`src/hdl/wcm_pkg.sv`:
```
// wcm_pkg: shared widths, codes and state encoding of the word concatenation matcher
// no dependencies; used by the channel interfaces, the top level and the checker

package wcm_pkg;

    // fixed field widths
    localparam int ACTION_W     = 2;
    localparam int LETTER_W     = 5;
    localparam int WORD_INDEX_W = 3;
    localparam int WORD_VALUE_W = 40;
    localparam int POS_W        = 32;

    // configuration port
    localparam int CFG_W     = 4;
    localparam int CFG_IDX_W = 1;

    // text position saturates here
    localparam logic [POS_W-1:0] POS_MAX = '1;

    // input beat actions; code 3 does nothing
    typedef enum logic [ACTION_W-1:0] {
        ACT_LOAD    = 2'd0,
        ACT_LETTER  = 2'd1,
        ACT_RESTART = 2'd2
    } action_t;

    // configuration register indexes
    typedef enum logic [CFG_IDX_W-1:0] {
        REG_WORD_LENGTH = 1'b0,
        REG_WORD_COUNT  = 1'b1
    } cfg_reg_t;

    // sequencer states
    typedef enum logic [2:0] {
        S_IDLE,
        S_READ,
        S_FILL,
        S_CMP,
        S_DONE
    } state_t;

endpackage

```
`src/hdl/wcm_if.sv`:
```
// wcm_if: valid/ready channel interfaces for input beats and result beats
// depends on wcm_pkg for the field widths

interface wcm_in_if;
    logic                              valid;
    logic                              ready;
    logic [wcm_pkg::ACTION_W-1:0]      action;
    logic [wcm_pkg::LETTER_W-1:0]      letter;
    logic [wcm_pkg::WORD_INDEX_W-1:0]  word_index;
    logic [wcm_pkg::WORD_VALUE_W-1:0]  word_value;

    modport source (output valid, action, letter, word_index, word_value, input ready);
    modport sink   (input valid, action, letter, word_index, word_value, output ready);
endinterface

interface wcm_out_if;
    logic                        valid;
    logic                        ready;
    logic                        match;
    logic [wcm_pkg::POS_W-1:0]   start_index;

    modport source (output valid, match, start_index, input ready);
    modport sink   (input valid, match, start_index, output ready);
endinterface

```
`src/hdl/word_concatenation_matcher.sv`:
```
// word_concatenation_matcher: finds windows of the text that are a permutation of a word set
// depends on wcm_pkg and the channel interfaces in wcm_if.sv
//
// channel    dir  handshake        payload
// in_ch      in   valid/ready      action, letter, word_index, word_value
// out_ch     out  valid/ready      match, start_index
// cfg        in   cfg_write only   cfg_index, cfg_data (word_length, word_count)
//
// load, restart and idle codes, and letters before a full window go from idle straight to done
// letter with a full window: per chunk, wl letters are read one per cycle from the history
// memory port, then a fill state, then one table slot per compare cycle
// in_ch.ready is high only while the sequencer idles; a waiting result beat holds in the
// output register and stalls only the hand-over of the next result
// reset clears the control state; history and word table hold garbage until written

module word_concatenation_matcher #(
    parameter int MAX_WORDS    = 8,
    parameter int MAX_WORD_LEN = 8
) (
    input  logic                            clk,
    input  logic                            rst_n,
    input  logic                            cfg_write,
    input  logic [wcm_pkg::CFG_IDX_W-1:0]   cfg_index,
    input  logic [wcm_pkg::CFG_W-1:0]       cfg_data,
    wcm_in_if.sink                          in_ch,
    wcm_out_if.source                       out_ch
);

    localparam int HIST_DEPTH = MAX_WORDS * MAX_WORD_LEN;
    localparam int HIST_AW    = (HIST_DEPTH > 1) ? $clog2(HIST_DEPTH) : 1;
    localparam int HIST_SIZE  = 1 << HIST_AW;
    localparam int SLOT_W     = (MAX_WORDS > 1) ? $clog2(MAX_WORDS) : 1;
    localparam int LW         = wcm_pkg::LETTER_W;
    localparam int CHUNK_W    = MAX_WORD_LEN * LW;
    localparam int CNT_W      = wcm_pkg::CFG_W;
    localparam int POS_W      = wcm_pkg::POS_W;

    // storage
    logic [LW-1:0]                    hist_mem [HIST_SIZE];
    logic [wcm_pkg::WORD_VALUE_W-1:0] word_table_reg [MAX_WORDS];
    logic [LW-1:0]                    rd_data_reg;

    // control registers
    wcm_pkg::state_t      state_reg, state_next;
    logic [CNT_W-1:0]     wl_reg, wl_next;
    logic [CNT_W-1:0]     wc_reg, wc_next;
    logic [POS_W-1:0]     pos_reg, pos_next;
    logic [HIST_AW-1:0]   wr_ptr_reg, wr_ptr_next;
    logic [HIST_AW-1:0]   rd_addr_reg, rd_addr_next;
    logic [CNT_W-1:0]     c_reg, c_next;
    logic [CNT_W-1:0]     k_reg, k_next;
    logic [CNT_W-1:0]     s_reg, s_next;
    logic [CNT_W-1:0]     put_k_reg, put_k_next;
    logic                 put_valid_reg, put_valid_next;
    logic [MAX_WORDS-1:0] used_reg, used_next;
    logic                 out_valid_reg, out_valid_next;

    // payload registers
    logic [CHUNK_W-1:0]   chunk_reg, chunk_next;
    logic                 res_match_reg, res_match_next;
    logic [POS_W-1:0]     res_start_reg, res_start_next;
    logic                 out_match_reg, out_match_next;
    logic [POS_W-1:0]     out_start_reg, out_start_next;

    // combinational helpers
    logic                 in_ready;
    logic                 in_fire;
    logic                 hist_we;
    logic                 tbl_we;
    logic [CNT_W-1:0]     wl_eff, wc_eff;
    logic [2*CNT_W-1:0]   total;
    logic [POS_W:0]       pos_inc;
    logic                 window_ok;
    logic [POS_W-1:0]     win_start;
    logic [HIST_AW-1:0]   win_addr;
    logic [CHUNK_W-1:0]   len_mask;
    logic [CHUNK_W-1:0]   tbl_word;
    logic                 slot_hit;

    assign in_ready     = (state_reg == wcm_pkg::S_IDLE);
    assign in_fire      = in_ch.valid && in_ready;
    assign in_ch.ready  = in_ready;

    assign out_ch.valid       = out_valid_reg;
    assign out_ch.match       = out_match_reg;
    assign out_ch.start_index = out_start_reg;

    // register values clamped into range
    always_comb
    begin
        if (wl_reg == '0)
            wl_eff = CNT_W'(1);
        else if (32'(wl_reg) > MAX_WORD_LEN)
            wl_eff = CNT_W'(MAX_WORD_LEN);
        else
            wl_eff = wl_reg;

        if (wc_reg == '0)
            wc_eff = CNT_W'(1);
        else if (32'(wc_reg) > MAX_WORDS)
            wc_eff = CNT_W'(MAX_WORDS);
        else
            wc_eff = wc_reg;
    end

    // window size, start position and start address in the history ring
    assign total     = wl_eff * wc_eff;
    assign pos_inc   = {1'b0, pos_reg} + (POS_W+1)'(1);
    assign window_ok = pos_inc >= (POS_W+1)'(total);
    assign win_start = POS_W'(pos_inc - (POS_W+1)'(total));
    assign win_addr  = wr_ptr_reg + HIST_AW'(1) - HIST_AW'(total);

    // letters beyond word_length take no part in a compare
    always_comb
    begin
        for (int i = 0; i < MAX_WORD_LEN; i++)
        begin
            len_mask[i*LW +: LW] = (i < 32'(wl_eff)) ? {LW{1'b1}} : {LW{1'b0}};
        end
    end

    // shared compare unit: one table slot against the current chunk
    assign tbl_word = CHUNK_W'(word_table_reg[s_reg[SLOT_W-1:0]]);
    assign slot_hit = !used_reg[s_reg[SLOT_W-1:0]] &&
                      (((tbl_word ^ chunk_reg) & len_mask) == '0);

    // sequencer next state and datapath control
    always_comb
    begin
        state_next     = state_reg;
        wl_next        = wl_reg;
        wc_next        = wc_reg;
        pos_next       = pos_reg;
        wr_ptr_next    = wr_ptr_reg;
        rd_addr_next   = rd_addr_reg;
        c_next         = c_reg;
        k_next         = k_reg;
        s_next         = s_reg;
        put_k_next     = k_reg;
        put_valid_next = 1'b0;
        used_next      = used_reg;
        chunk_next     = chunk_reg;
        res_match_next = res_match_reg;
        res_start_next = res_start_reg;
        out_valid_next = out_valid_reg && !out_ch.ready;
        out_match_next = out_match_reg;
        out_start_next = out_start_reg;
        hist_we        = 1'b0;
        tbl_we         = 1'b0;

        // configuration writes
        if (cfg_write)
        begin
            case (cfg_index)
                wcm_pkg::REG_WORD_LENGTH: wl_next = cfg_data;
                wcm_pkg::REG_WORD_COUNT:  wc_next = cfg_data;
                default:                  wl_next = wl_reg;
            endcase
        end

        // letter read in the previous cycle lands in the chunk
        if (put_valid_reg)
            chunk_next[LW*put_k_reg +: LW] = rd_data_reg;

        case (state_reg)
            wcm_pkg::S_IDLE:
            begin
                if (in_fire)
                begin
                    res_match_next = 1'b0;
                    res_start_next = '0;
                    state_next     = wcm_pkg::S_DONE;
                    case (in_ch.action)
                        wcm_pkg::ACT_LOAD:
                        begin
                            tbl_we = 32'(in_ch.word_index) < MAX_WORDS;
                        end
                        wcm_pkg::ACT_LETTER:
                        begin
                            hist_we     = 1'b1;
                            wr_ptr_next = wr_ptr_reg + HIST_AW'(1);
                            if (pos_reg != wcm_pkg::POS_MAX)
                                pos_next = pos_inc[POS_W-1:0];
                            if (window_ok)
                            begin
                                res_start_next = win_start;
                                rd_addr_next   = win_addr;
                                c_next         = '0;
                                k_next         = '0;
                                s_next         = '0;
                                used_next      = '0;
                                state_next     = wcm_pkg::S_READ;
                            end
                        end
                        wcm_pkg::ACT_RESTART:
                        begin
                            pos_next = '0;
                        end
                        default:
                        begin
                            pos_next = pos_reg;
                        end
                    endcase
                end
            end

            // issue one history read per cycle, oldest letter of the chunk first
            wcm_pkg::S_READ:
            begin
                put_valid_next = 1'b1;
                put_k_next     = k_reg;
                rd_addr_next   = rd_addr_reg + HIST_AW'(1);
                k_next         = k_reg + CNT_W'(1);
                if (k_reg == wl_eff - CNT_W'(1))
                    state_next = wcm_pkg::S_FILL;
            end

            // last letter of the chunk lands
            wcm_pkg::S_FILL:
            begin
                s_next     = '0;
                state_next = wcm_pkg::S_CMP;
            end

            // walk the table slots until an unused slot matches or the last slot misses
            wcm_pkg::S_CMP:
            begin
                if (slot_hit)
                begin
                    used_next[s_reg[SLOT_W-1:0]] = 1'b1;
                    if (c_reg == wc_eff - CNT_W'(1))
                    begin
                        res_match_next = 1'b1;
                        state_next     = wcm_pkg::S_DONE;
                    end
                    else
                    begin
                        c_next     = c_reg + CNT_W'(1);
                        k_next     = '0;
                        state_next = wcm_pkg::S_READ;
                    end
                end
                else if (s_reg == wc_eff - CNT_W'(1))
                begin
                    res_match_next = 1'b0;
                    res_start_next = '0;
                    state_next     = wcm_pkg::S_DONE;
                end
                else
                begin
                    s_next = s_reg + CNT_W'(1);
                end
            end

            // hand the result to the output register once it is free
            wcm_pkg::S_DONE:
            begin
                if (!out_valid_reg || out_ch.ready)
                begin
                    out_valid_next = 1'b1;
                    out_match_next = res_match_reg;
                    out_start_next = res_start_reg;
                    state_next     = wcm_pkg::S_IDLE;
                end
            end

            default:
            begin
                state_next = wcm_pkg::S_IDLE;
            end
        endcase
    end

    // control state
    always_ff @(posedge clk or negedge rst_n)
    begin
        if (!rst_n)
        begin
            state_reg     <= wcm_pkg::S_IDLE;
            wl_reg        <= CNT_W'(1);
            wc_reg        <= CNT_W'(1);
            pos_reg       <= '0;
            wr_ptr_reg    <= '0;
            rd_addr_reg   <= '0;
            c_reg         <= '0;
            k_reg         <= '0;
            s_reg         <= '0;
            put_k_reg     <= '0;
            put_valid_reg <= 1'b0;
            used_reg      <= '0;
            out_valid_reg <= 1'b0;
        end
        else
        begin
            state_reg     <= state_next;
            wl_reg        <= wl_next;
            wc_reg        <= wc_next;
            pos_reg       <= pos_next;
            wr_ptr_reg    <= wr_ptr_next;
            rd_addr_reg   <= rd_addr_next;
            c_reg         <= c_next;
            k_reg         <= k_next;
            s_reg         <= s_next;
            put_k_reg     <= put_k_next;
            put_valid_reg <= put_valid_next;
            used_reg      <= used_next;
            out_valid_reg <= out_valid_next;
        end
    end

    // payload registers
    always_ff @(posedge clk)
    begin
        chunk_reg     <= chunk_next;
        res_match_reg <= res_match_next;
        res_start_reg <= res_start_next;
        out_match_reg <= out_match_next;
        out_start_reg <= out_start_next;
    end

    // letter history ring, one write and one registered read per cycle
    always_ff @(posedge clk)
    begin
        if (hist_we)
            hist_mem[wr_ptr_reg] <= in_ch.letter;
        rd_data_reg <= hist_mem[rd_addr_reg];
    end

    // word table
    always_ff @(posedge clk)
    begin
        if (tbl_we)
            word_table_reg[SLOT_W'(in_ch.word_index)] <= in_ch.word_value;
    end

endmodule

```
`src/flat_wrapper.sv`:
```
// flat-port wrapper written by rule: the top's interface ports become plain ports
module word_concatenation_matcher_flat 
#(
    parameter int MAX_WORDS    = 8,
    parameter int MAX_WORD_LEN = 8
)
  (clk, rst_n, cfg_write, cfg_index, cfg_data, in_ch_valid, in_ch_action, in_ch_letter, in_ch_word_index, in_ch_word_value, in_ch_ready, out_ch_valid, out_ch_match, out_ch_start_index, out_ch_ready);
  wcm_in_if in_ch_i ();
  wcm_out_if out_ch_i ();
  input  logic clk;
  input  logic rst_n;
  input  logic cfg_write;
  input  logic [wcm_pkg::CFG_IDX_W-1:0] cfg_index;
  input  logic [wcm_pkg::CFG_W-1:0] cfg_data;
  input wire logic [$bits(in_ch_i.valid)-1:0] in_ch_valid;
  input wire logic [$bits(in_ch_i.action)-1:0] in_ch_action;
  input wire logic [$bits(in_ch_i.letter)-1:0] in_ch_letter;
  input wire logic [$bits(in_ch_i.word_index)-1:0] in_ch_word_index;
  input wire logic [$bits(in_ch_i.word_value)-1:0] in_ch_word_value;
  output wire logic [$bits(in_ch_i.ready)-1:0] in_ch_ready;
  output wire logic [$bits(out_ch_i.valid)-1:0] out_ch_valid;
  output wire logic [$bits(out_ch_i.match)-1:0] out_ch_match;
  output wire logic [$bits(out_ch_i.start_index)-1:0] out_ch_start_index;
  input wire logic [$bits(out_ch_i.ready)-1:0] out_ch_ready;
  assign in_ch_i.valid = in_ch_valid;
  assign in_ch_i.action = in_ch_action;
  assign in_ch_i.letter = in_ch_letter;
  assign in_ch_i.word_index = in_ch_word_index;
  assign in_ch_i.word_value = in_ch_word_value;
  assign in_ch_ready = in_ch_i.ready;
  assign out_ch_valid = out_ch_i.valid;
  assign out_ch_match = out_ch_i.match;
  assign out_ch_start_index = out_ch_i.start_index;
  assign out_ch_i.ready = out_ch_ready;
  word_concatenation_matcher #(.MAX_WORDS(MAX_WORDS), .MAX_WORD_LEN(MAX_WORD_LEN)) u_core (.clk(clk), .rst_n(rst_n), .cfg_write(cfg_write), .cfg_index(cfg_index), .cfg_data(cfg_data), .in_ch(in_ch_i), .out_ch(out_ch_i));
endmodule
```
`config.mk`:
```
export PLATFORM = sky130hd
export DESIGN_NAME = word_concatenation_matcher_flat
export DESIGN_NICKNAME = d
export VERILOG_FILES = /design/src/hdl/wcm_pkg.sv /design/src/hdl/wcm_if.sv /design/src/hdl/word_concatenation_matcher.sv /design/src/flat_wrapper.sv
export SDC_FILE = /design/constraint.sdc
export NUM_CORES = 1
export LEC_CHECK = 0
export BUFFER_PORTS_ARGS = -buffer_cell sky130_fd_sc_hd__buf_4
export CAP_MARGIN = 10
export CORE_MARGIN = 1
export CORE_UTILIZATION = 39
export DETAILED_ROUTE_END_ITERATION = 7
export PLACE_DENSITY = 0.56
export SYNTH_ARGS = -nofsm -noshare
export SYNTH_HDL_FRONTEND = slang
export SYNTH_SLANG_ARGS = --single-unit
```
`constraint.sdc`:
```
create_clock -name clk -period 5.6 [get_ports clk]
set_input_delay 0.28 -clock clk [delete_from_list [all_inputs] [get_ports clk]]
set_output_delay 0.28 -clock clk [all_outputs]
set_load 0.02 [all_outputs]
```
==> out/qor.txt, run 1 <==
fin crit share = 101%
CP endpoint kind = register
DR WL/cell = 23.2 um
post-route cell area = 0.0417 sq mm
final setup fails = 21
Critical Path AT = 6.05 ns
first-pass GRT wire length = 125000 um
CP max stage delay = 0.53 ns
1st-iter DRT viols = 1690
Final ANT Viol Nets = 0
clock latency on the worst-skew pair = 0.65 ns
Die Ht = 303 um
P per Cell Area = 452 mW/mm^2
Slew Limit Fails = 0
detailed-route via count = 19600
initial antenna violation count = 4
crit start category = register
GP Congestion = 0.889
CP bufs+invs = 5
CP top delay family = simple AND/OR/NAND/NOR gates
layout net count = 2467
Worst Hold Depth = 4
global route overflow = 0
IR drop worst, VDD = 0.000237 V
Clock Tree Buf Depth = 3
unrepaired setup endpoints after global routing = true
max cap viols = 0
crit-path cells = nand2b_1, or2_4, fa_1, inv_2, fa_1, inv_1, fa_2, inv_2, a21o_1, a21oi_2, xor2_1, ha_1, a21o_1, or3_1, o21a_1, a211oi_2, or4b_4, nor3_4, buf_6, a21oi_4, nand2_4, clkbuf_16, nor2_1
Die ar. = 0.0921 sq mm
CTS Buf Count = 89
number of enable flip-flop cells after synthesis = 746
status = finished, violations left
HP Class = primary input to register
syn avg cell area = 16.5 sq um
root buf cell = clkbuf_16
Worst-path clk slew = 0.06 ns
Syn Inst Count = 2149
syn_nets = 2254
Clock Sinks = 832
asr flop ratio synth = 9.74%
f_max = 0.177 GHz
Port Buffer Count = 94
Layout area overhead = 17.6%
Netlist Area Pre-Place = 0.0354 sq mm
R2R Setup Slk = -0.05 ns
HPWL Detailed = 52400 um
sequential share of the synthesized area = 69.2%
Tmin final = 5.65 ns
gr usage total = 18.3%
Via-to-Cell Ratio = 5.42
ys flop type = edfxtp_1
highest-count cells in the layout ignoring fill and taps = edfxtp_1, nor2_1, buf_4
placed cell area = 0.0378 sq mm
CORE AREA = 0.0900 sq mm
fin worst setup slack = -0.0539 ns
H-tree depth = 3
Ys Warns = 0
setup_tns = -0.556 ns
critical path class = register to register
DR pass1 iterations = 8
Netlist cell types = 82
Setup Skew = 0.0200 ns
leakage = 0.0141 uW
CTS tree = done
FF+latch count, synth = 832
violated checks = setup timing
Max-slew headroom = 15.4%
Remaining DRCs = 0
Critical Path Stages = 23
slowest CP cell = or4b_4
cells on worst reg2reg path = 23
crit path max fanout = 8
Post-Route WL = 84000 um
CP Data Required Time = 5.99 ns
Die X = 303 um
# rows = 110
I/O pin total = 95
Starting Density = 39.4%
Hold Violations, Final = 0
Worst Max-Slew Pin Slew = 1.27 ns
share of cells above drive strength 1 = 23.6%
number of global-route vias before repair = 20000
commonest non-fill, non-tap cell in the layout = edfxtp_1
largest net degree at the start of global routing = 65
## Yosys cell counts, drive strengths merged (5+ instances only)
master / count / area share, %
edfxtp: 746 / 63
nor2: 202 / 2.1
mux4: 151 / 9.6
mux2i: 89 / 2.5
nand2: 85 / 0.91
dfrtp: 79 / 5.6
xnor2: 67 / 1.7
clkbuf: 59 / 0.63
o21ai: 59 / 0.83
a21oi: 51 / 0.72
buf: 49 / 0.85
nand3: 44 / 0.65
xor2: 42 / 1.0
ha: 39 / 1.4
inv: 39 / 0.41
and2: 32 / 0.56
nor3: 30 / 0.49
nor2b: 20 / 0.35
nand2b: 16 / 0.28
a22o: 15 / 0.37
nand4: 15 / 0.26
and3: 14 / 0.25
mux2: 14 / 0.44
o31ai: 14 / 0.30
a22oi: 12 / 0.25
a221oi: 10 / 0.25
nor4: 10 / 0.29
or3: 10 / 0.18
a31oi: 9 / 0.16
o211ai: 9 / 0.19
o21a: 9 / 0.19
a21o: 8 / 0.17
o41ai: 7 / 0.17
or2: 7 / 0.12
fa: 6 / 0.34
nor3b: 6 / 0.13
a211oi: 5 / 0.11
a32o: 5 / 0.14
dfxtp: 5 / 0.28
nand3b: 5 / 0.11
or4: 5 / 0.13
## power breakdown
part	switching [uW]	internal [uW]	leakage, uW
logic	2760	2450	0.00483
clock network	2440	3350	0.00140
registers	604	7250	0.00786
## routing by layer
| metal | vias up | global-route usage [%] | wire length [um] |
|---|---|---|---|
| met5 | - | 0 | 0 |
| met4 | 0 | 5.42 | 1690 |
| met3 | 126 | 2.76 | 4270 |
| met2 | 519 | 30.8 | 42000 |
| met1 | 10100 | 24.5 | 36100 |
| li1 | 8833 | - | - |
## logic make-up after synthesis
group,after synthesis,share of synthesized area [%]
adders and majority gates,45,1.72
buffers and inverters,147,1.90
muxes,254,12.6
AOI/OAI and AO/OA,253,4.86
and+or+nand+nor,509,7.05
xor gates and xnor gates,109,2.69
DFF,832,69.2
## through the flow
stage | setup WS (ns) | hold slack [ns] | util, % | total power (uW) | std cells
after CTS | -0.119 | 0.00451 | 45.9 | 18800 | 3608
after global placement | -0.0837 | 0.191 | 42.0 | 12800 | 3386
final | -0.0539 | 0.0458 | 46.3 | 18900 | 3618
after floorplan | -0.117 | -0.0156 | - | 11100 | 2149
after detailed placement | -0.103 | 0.193 | 42.0 | 12900 | 3386
after global routing | -0.240 | 0.0750 | 46.3 | 19700 | 3616
## worst reg2reg max path: stages (launching register included)
cell and delay (ns):
dfrtp_1 0.41, nand2b_1 0.19, or2_4 0.24, fa_1 0.50, inv_2 0.04, fa_1 0.52
inv_1 0.06, fa_2 0.34, inv_2 0.05, a21o_1 0.12, a21oi_2 0.06, xor2_1 0.14
ha_1 0.31, a21o_1 0.19, or3_1 0.31, o21a_1 0.21, a211oi_2 0.24, or4b_4 0.53
nor3_4 0.21, buf_6 0.16, a21oi_4 0.06, nand2_4 0.19, clkbuf_16 0.25, nor2_1 0.06
## final timing paths
check                                   startpoint                            to
min in group asynchronous                    rst_n            u_core.pos_reg[19]
min reg2reg                u_core.res_start_reg[1]  u_core.out_ch.start_index[1]
min                                      cfg_index              u_core.wl_reg[3]
max                               u_core.wc_reg[3]      u_core.res_start_reg[31]
max in group asynchronous                    rst_n               u_core.s_reg[0]
max reg2reg                       u_core.wc_reg[3]      u_core.res_start_reg[31]
## repair_timing
| action | 4_1_cts | 5_1_grt |
|---|---|---|
| buffers inserted | 10 | 1 |
| pin swaps | 13 | 33 |
| cloned | 1 | 3 |
| hold buffers | 47 | 0 |
| endpoints found under the hold margin | 349 | 0 |
| setup endpoints to repair | 57 | 60 |
| resized for setup | 25 | 71 |
## cell type report
class                      instances  area [sq um]
inverter                          39           149
fill                            7775         48300
clock buffer                     108          2320
timing repair buffer             230          1950
tap                             1176          1470
sequential                       832         24500
antenna                            6          15.0
multi-input combinational       1170         10700
clock inverter                    57           553
(Power assumes the default switching activity.)
==> inputs of run 2 (changes only) <==
--- a/config.mk
+++ b/config.mk
@@ -11,6 +11,7 @@
 export CORE_UTILIZATION = 39
 export DETAILED_ROUTE_END_ITERATION = 7
 export PLACE_DENSITY = 0.56
+export SKIP_CTS_REPAIR_TIMING = 1
 export SYNTH_ARGS = -nofsm -noshare
 export SYNTH_HDL_FRONTEND = slang
 export SYNTH_SLANG_ARGS = --single-unit
==> run 2 against run 1 <==
Against the previous run: the run still ends with setup timing left; maximum frequency fell by 2.3%; non-clock buffer count fell by 10; via count fell by 0.55%; critical path depth fell by 1; routed wire length fell by 1.0%; die area did not move; critical endpoint unchanged.
==> out/qor.txt, run 2 (synthesis results as in run 1) <==
Clock Tree Buf Depth = 3 (unchanged)
hold_sp = in_ch_action[0] (was cfg_index)
reg2reg end = u_core.res_start_reg[31] (unchanged)
status = finished, violations left (unchanged)
Finished Core Util = 45.9% (was 46.3%)
commonest non-fill, non-tap cell in the layout = edfxtp_1 (unchanged)
P per Cell Area = 450 mW/mm^2 (was 452 mW/mm^2)
Max-slew headroom = 14.0% (was 15.4%)
1st-iter DRT viols = 1688 (was 1690)
crit start category = register (unchanged)
Die ar. = 0.0921 sq mm (unchanged)
worst r2r src = u_core.wc_reg[3] (unchanged)
root buf cell = clkbuf_16 (unchanged)
CTS Buf Count = 89 (unchanged)
CP max stage delay = 0.56 ns (was 0.53 ns)
Critical Path AT = 6.18 ns (was 6.05 ns)
f_max = 0.173 GHz (was 0.177 GHz)
Starting Density = 39.4% (unchanged)
I/O pin total = 95 (unchanged)
Slew Limit Fails = 0 (unchanged)
Layout area overhead = 16.5% (was 17.6%)
gr usage total = 18.2% (was 18.3%)
number of global-route vias before repair = 19700 (was 20000)
post-route insts no fill = 3605 (was 3618)
crit path max fanout = 5 (was 8)
setup_tns = -6.60 ns (was -0.556 ns)
max cap viols = 0 (unchanged)
Clock Sinks = 832 (unchanged)
H-tree depth = 3 (unchanged)
CP bufs+invs = 3 (was 5)
share of cells above drive strength 1 = 22.0% (was 23.6%)
Port Buffer Count = 94 (unchanged)
fin crit share = 103% (was 101%)
CTS tree = done (unchanged)
Post-Route WL = 83200 um (was 84000 um)
Fill cells = 7823 (was 7775)
Tmin final = 5.79 ns (was 5.65 ns)
initial antenna violation count = 4 (unchanged)
Worst Hold Depth = 3 (was 4)
Worst Max-Slew Pin Slew = 1.29 ns (was 1.27 ns)
final setup fails = 57 (was 21)
DR pass1 iterations = 8 (unchanged)
clock latency on the worst-skew pair = 0.65 ns (about the same)
Die Ht = 303 um (unchanged)
largest net degree at the start of global routing = 65 (unchanged)
leakage = 0.0140 uW (was 0.0141 uW)
crit-path cells = nand2b_4, or2_4, fa_1, inv_2, fa_1, inv_1, fa_2, inv_2, a21o_1, a21oi_2, xor2_1, ha_1, a21o_1, or3_1, o21a_1, a211oi_2, or4b_4, nor3_4, mux2_4, a31oi_2, xor2_1, nor2_1 (was nand2b_1, or2_4, fa_1, inv_2, fa_1, inv_1, fa_2, inv_2, a21o_1, a21oi_2, xor2_1, ha_1, a21o_1, or3_1, o21a_1, a211oi_2, or4b_4, nor3_4, buf_6, a21oi_4, nand2_4, clkbuf_16, nor2_1)
CP Data Required Time = 5.99 ns (about the same)
pre-CTS WS = -0.103 ns (unchanged)
IR drop worst, VDD = 0.000217 V (was 0.000237 V)
layout net count = 2457 (was 2467)
first-pass GRT wire length = 125000 um (about the same)
R2R Setup Slk = -0.19 ns (was -0.05 ns)
highest-count cells in the layout ignoring fill and taps = edfxtp_1, nor2_1, buf_4 (unchanged)
HP Class = primary input to register (unchanged)
placed insts = 3386 (unchanged)
fin worst setup slack = -0.188 ns (was -0.0539 ns)
unrepaired setup endpoints after global routing = true (unchanged)
cells on worst reg2reg path = 22 (was 23)
violated checks = setup timing (unchanged)
Final ANT Viol Nets = 0 (unchanged)
CP endpoint kind = register (unchanged)
Hold EP = u_core.pos_reg[3] (was u_core.wl_reg[3])
Hold Violations, Final = 0 (unchanged)
M1 wire length = 35700 um (was 36100 um)
highest routed layer = met5 (was met4)
CORE AREA = 0.0900 sq mm (unchanged)
critical path class = register to register (unchanged)
GP Congestion = 0.889 (unchanged)
met2 WL = 41400 um (was 42000 um)
global route overflow = 0 (unchanged)
detailed-route via count = 19500 (was 19600)
DR WL/cell = 23.1 um (was 23.2 um)
HPWL Detailed = 52400 um (unchanged)
# rows = 110 (unchanged)
CP top delay family = adder cells (was simple AND/OR/NAND/NOR gates)
Via-to-Cell Ratio = 5.41 (was 5.42)
Setup Skew = 0.0210 ns (was 0.0200 ns)
Die X = 303 um (unchanged)
routed wl met3 = 4260 um (was 4270 um)
Remaining DRCs = 0 (unchanged)
Worst-path clk slew = 0.06 ns (about the same)
slowest CP cell = fa_1 (was or4b_4)
-- run 2: cell count changes in the layout (fill, tap and decap cells not counted), moves of 3 or more --
cell     previous run  this run
buf_4             172       167
a21oi_2             9         6
nor2_4             21         2
diode_2             6         3
nor2_2              8         4
a21oi_1            41        45
nor2_1            173       196
-- run 2: stage by stage --
stage | cell area [sq um] | hold WS [ns] | total power [uW]
3_3_place_gp | 37800 | 0.191 | 12800
2_1_floorplan | 35500 | -0.0156 | 11100
4_1_cts | 40700 | -0.506 | 18700
6_report | 41300 | 0.0257 | 18600
5_1_grt | 41300 | 0.0330 | 19400
3_5_place_dp | 37800 | 0.193 | 12900
-- run 2: worst max path at each step --
| stage | from | endpoint | cells past startpoint |
|---|---|---|---|
| floorplan | u_core.wl_reg[2] | u_core.res_start_reg[31] | 26 |
| global placement | u_core.wl_reg[2] | u_core.rd_addr_reg[2] | 25 |
| detailed placement | u_core.wl_reg[3] | u_core.rd_addr_reg[2] | 23 |
| CTS | u_core.wl_reg[3] | u_core.rd_addr_reg[4] | 25 |
| global route | u_core.wc_reg[3] | u_core.c_reg[1] | 24 |
| finish | u_core.wc_reg[3] | u_core.res_start_reg[31] | 22 |
-- run 2: where the power goes --
part	internal (uW)	switching (uW)
clock network	3350	2440
logic	2350	2600
registers	7250	608
total	12900	5640
-- run 2: final cells by class --
| type | count | area [sq um] | share of cell area, % |
|---|---|---|---|
| inverters | 39 | 149 | 0.360 |
| repair buffers | 220 | 1820 | 4.41 |
| well taps | 1176 | 1470 | 3.56 |
| multi-input cells | 1170 | 10400 | 25.3 |
| flip-flops and latches | 832 | 24500 | 59.4 |
| clock buffers | 108 | 2320 | 5.62 |
| clock inverters | 57 | 553 | 1.34 |
| diodes | 3 | 7.51 | 0.0182 |
-- run 2: layer usage --
| metal | vias up | GRT usage [%] |
|---|---|---|
| li1 | 8819 | - |
| met4 | 2 | 5.58 |
| met5 | - | 0 |
| met3 | 123 | 3.07 |
| met2 | 493 | 30.5 |
| met1 | 10100 | 24.1 |
-- run 2: tightest hold or removal path, delay by kind of cell --
family,cells,cell delay [ns]
AOI/OAI and AO/OA,2,0.24
buffers and inverters,1,0.11
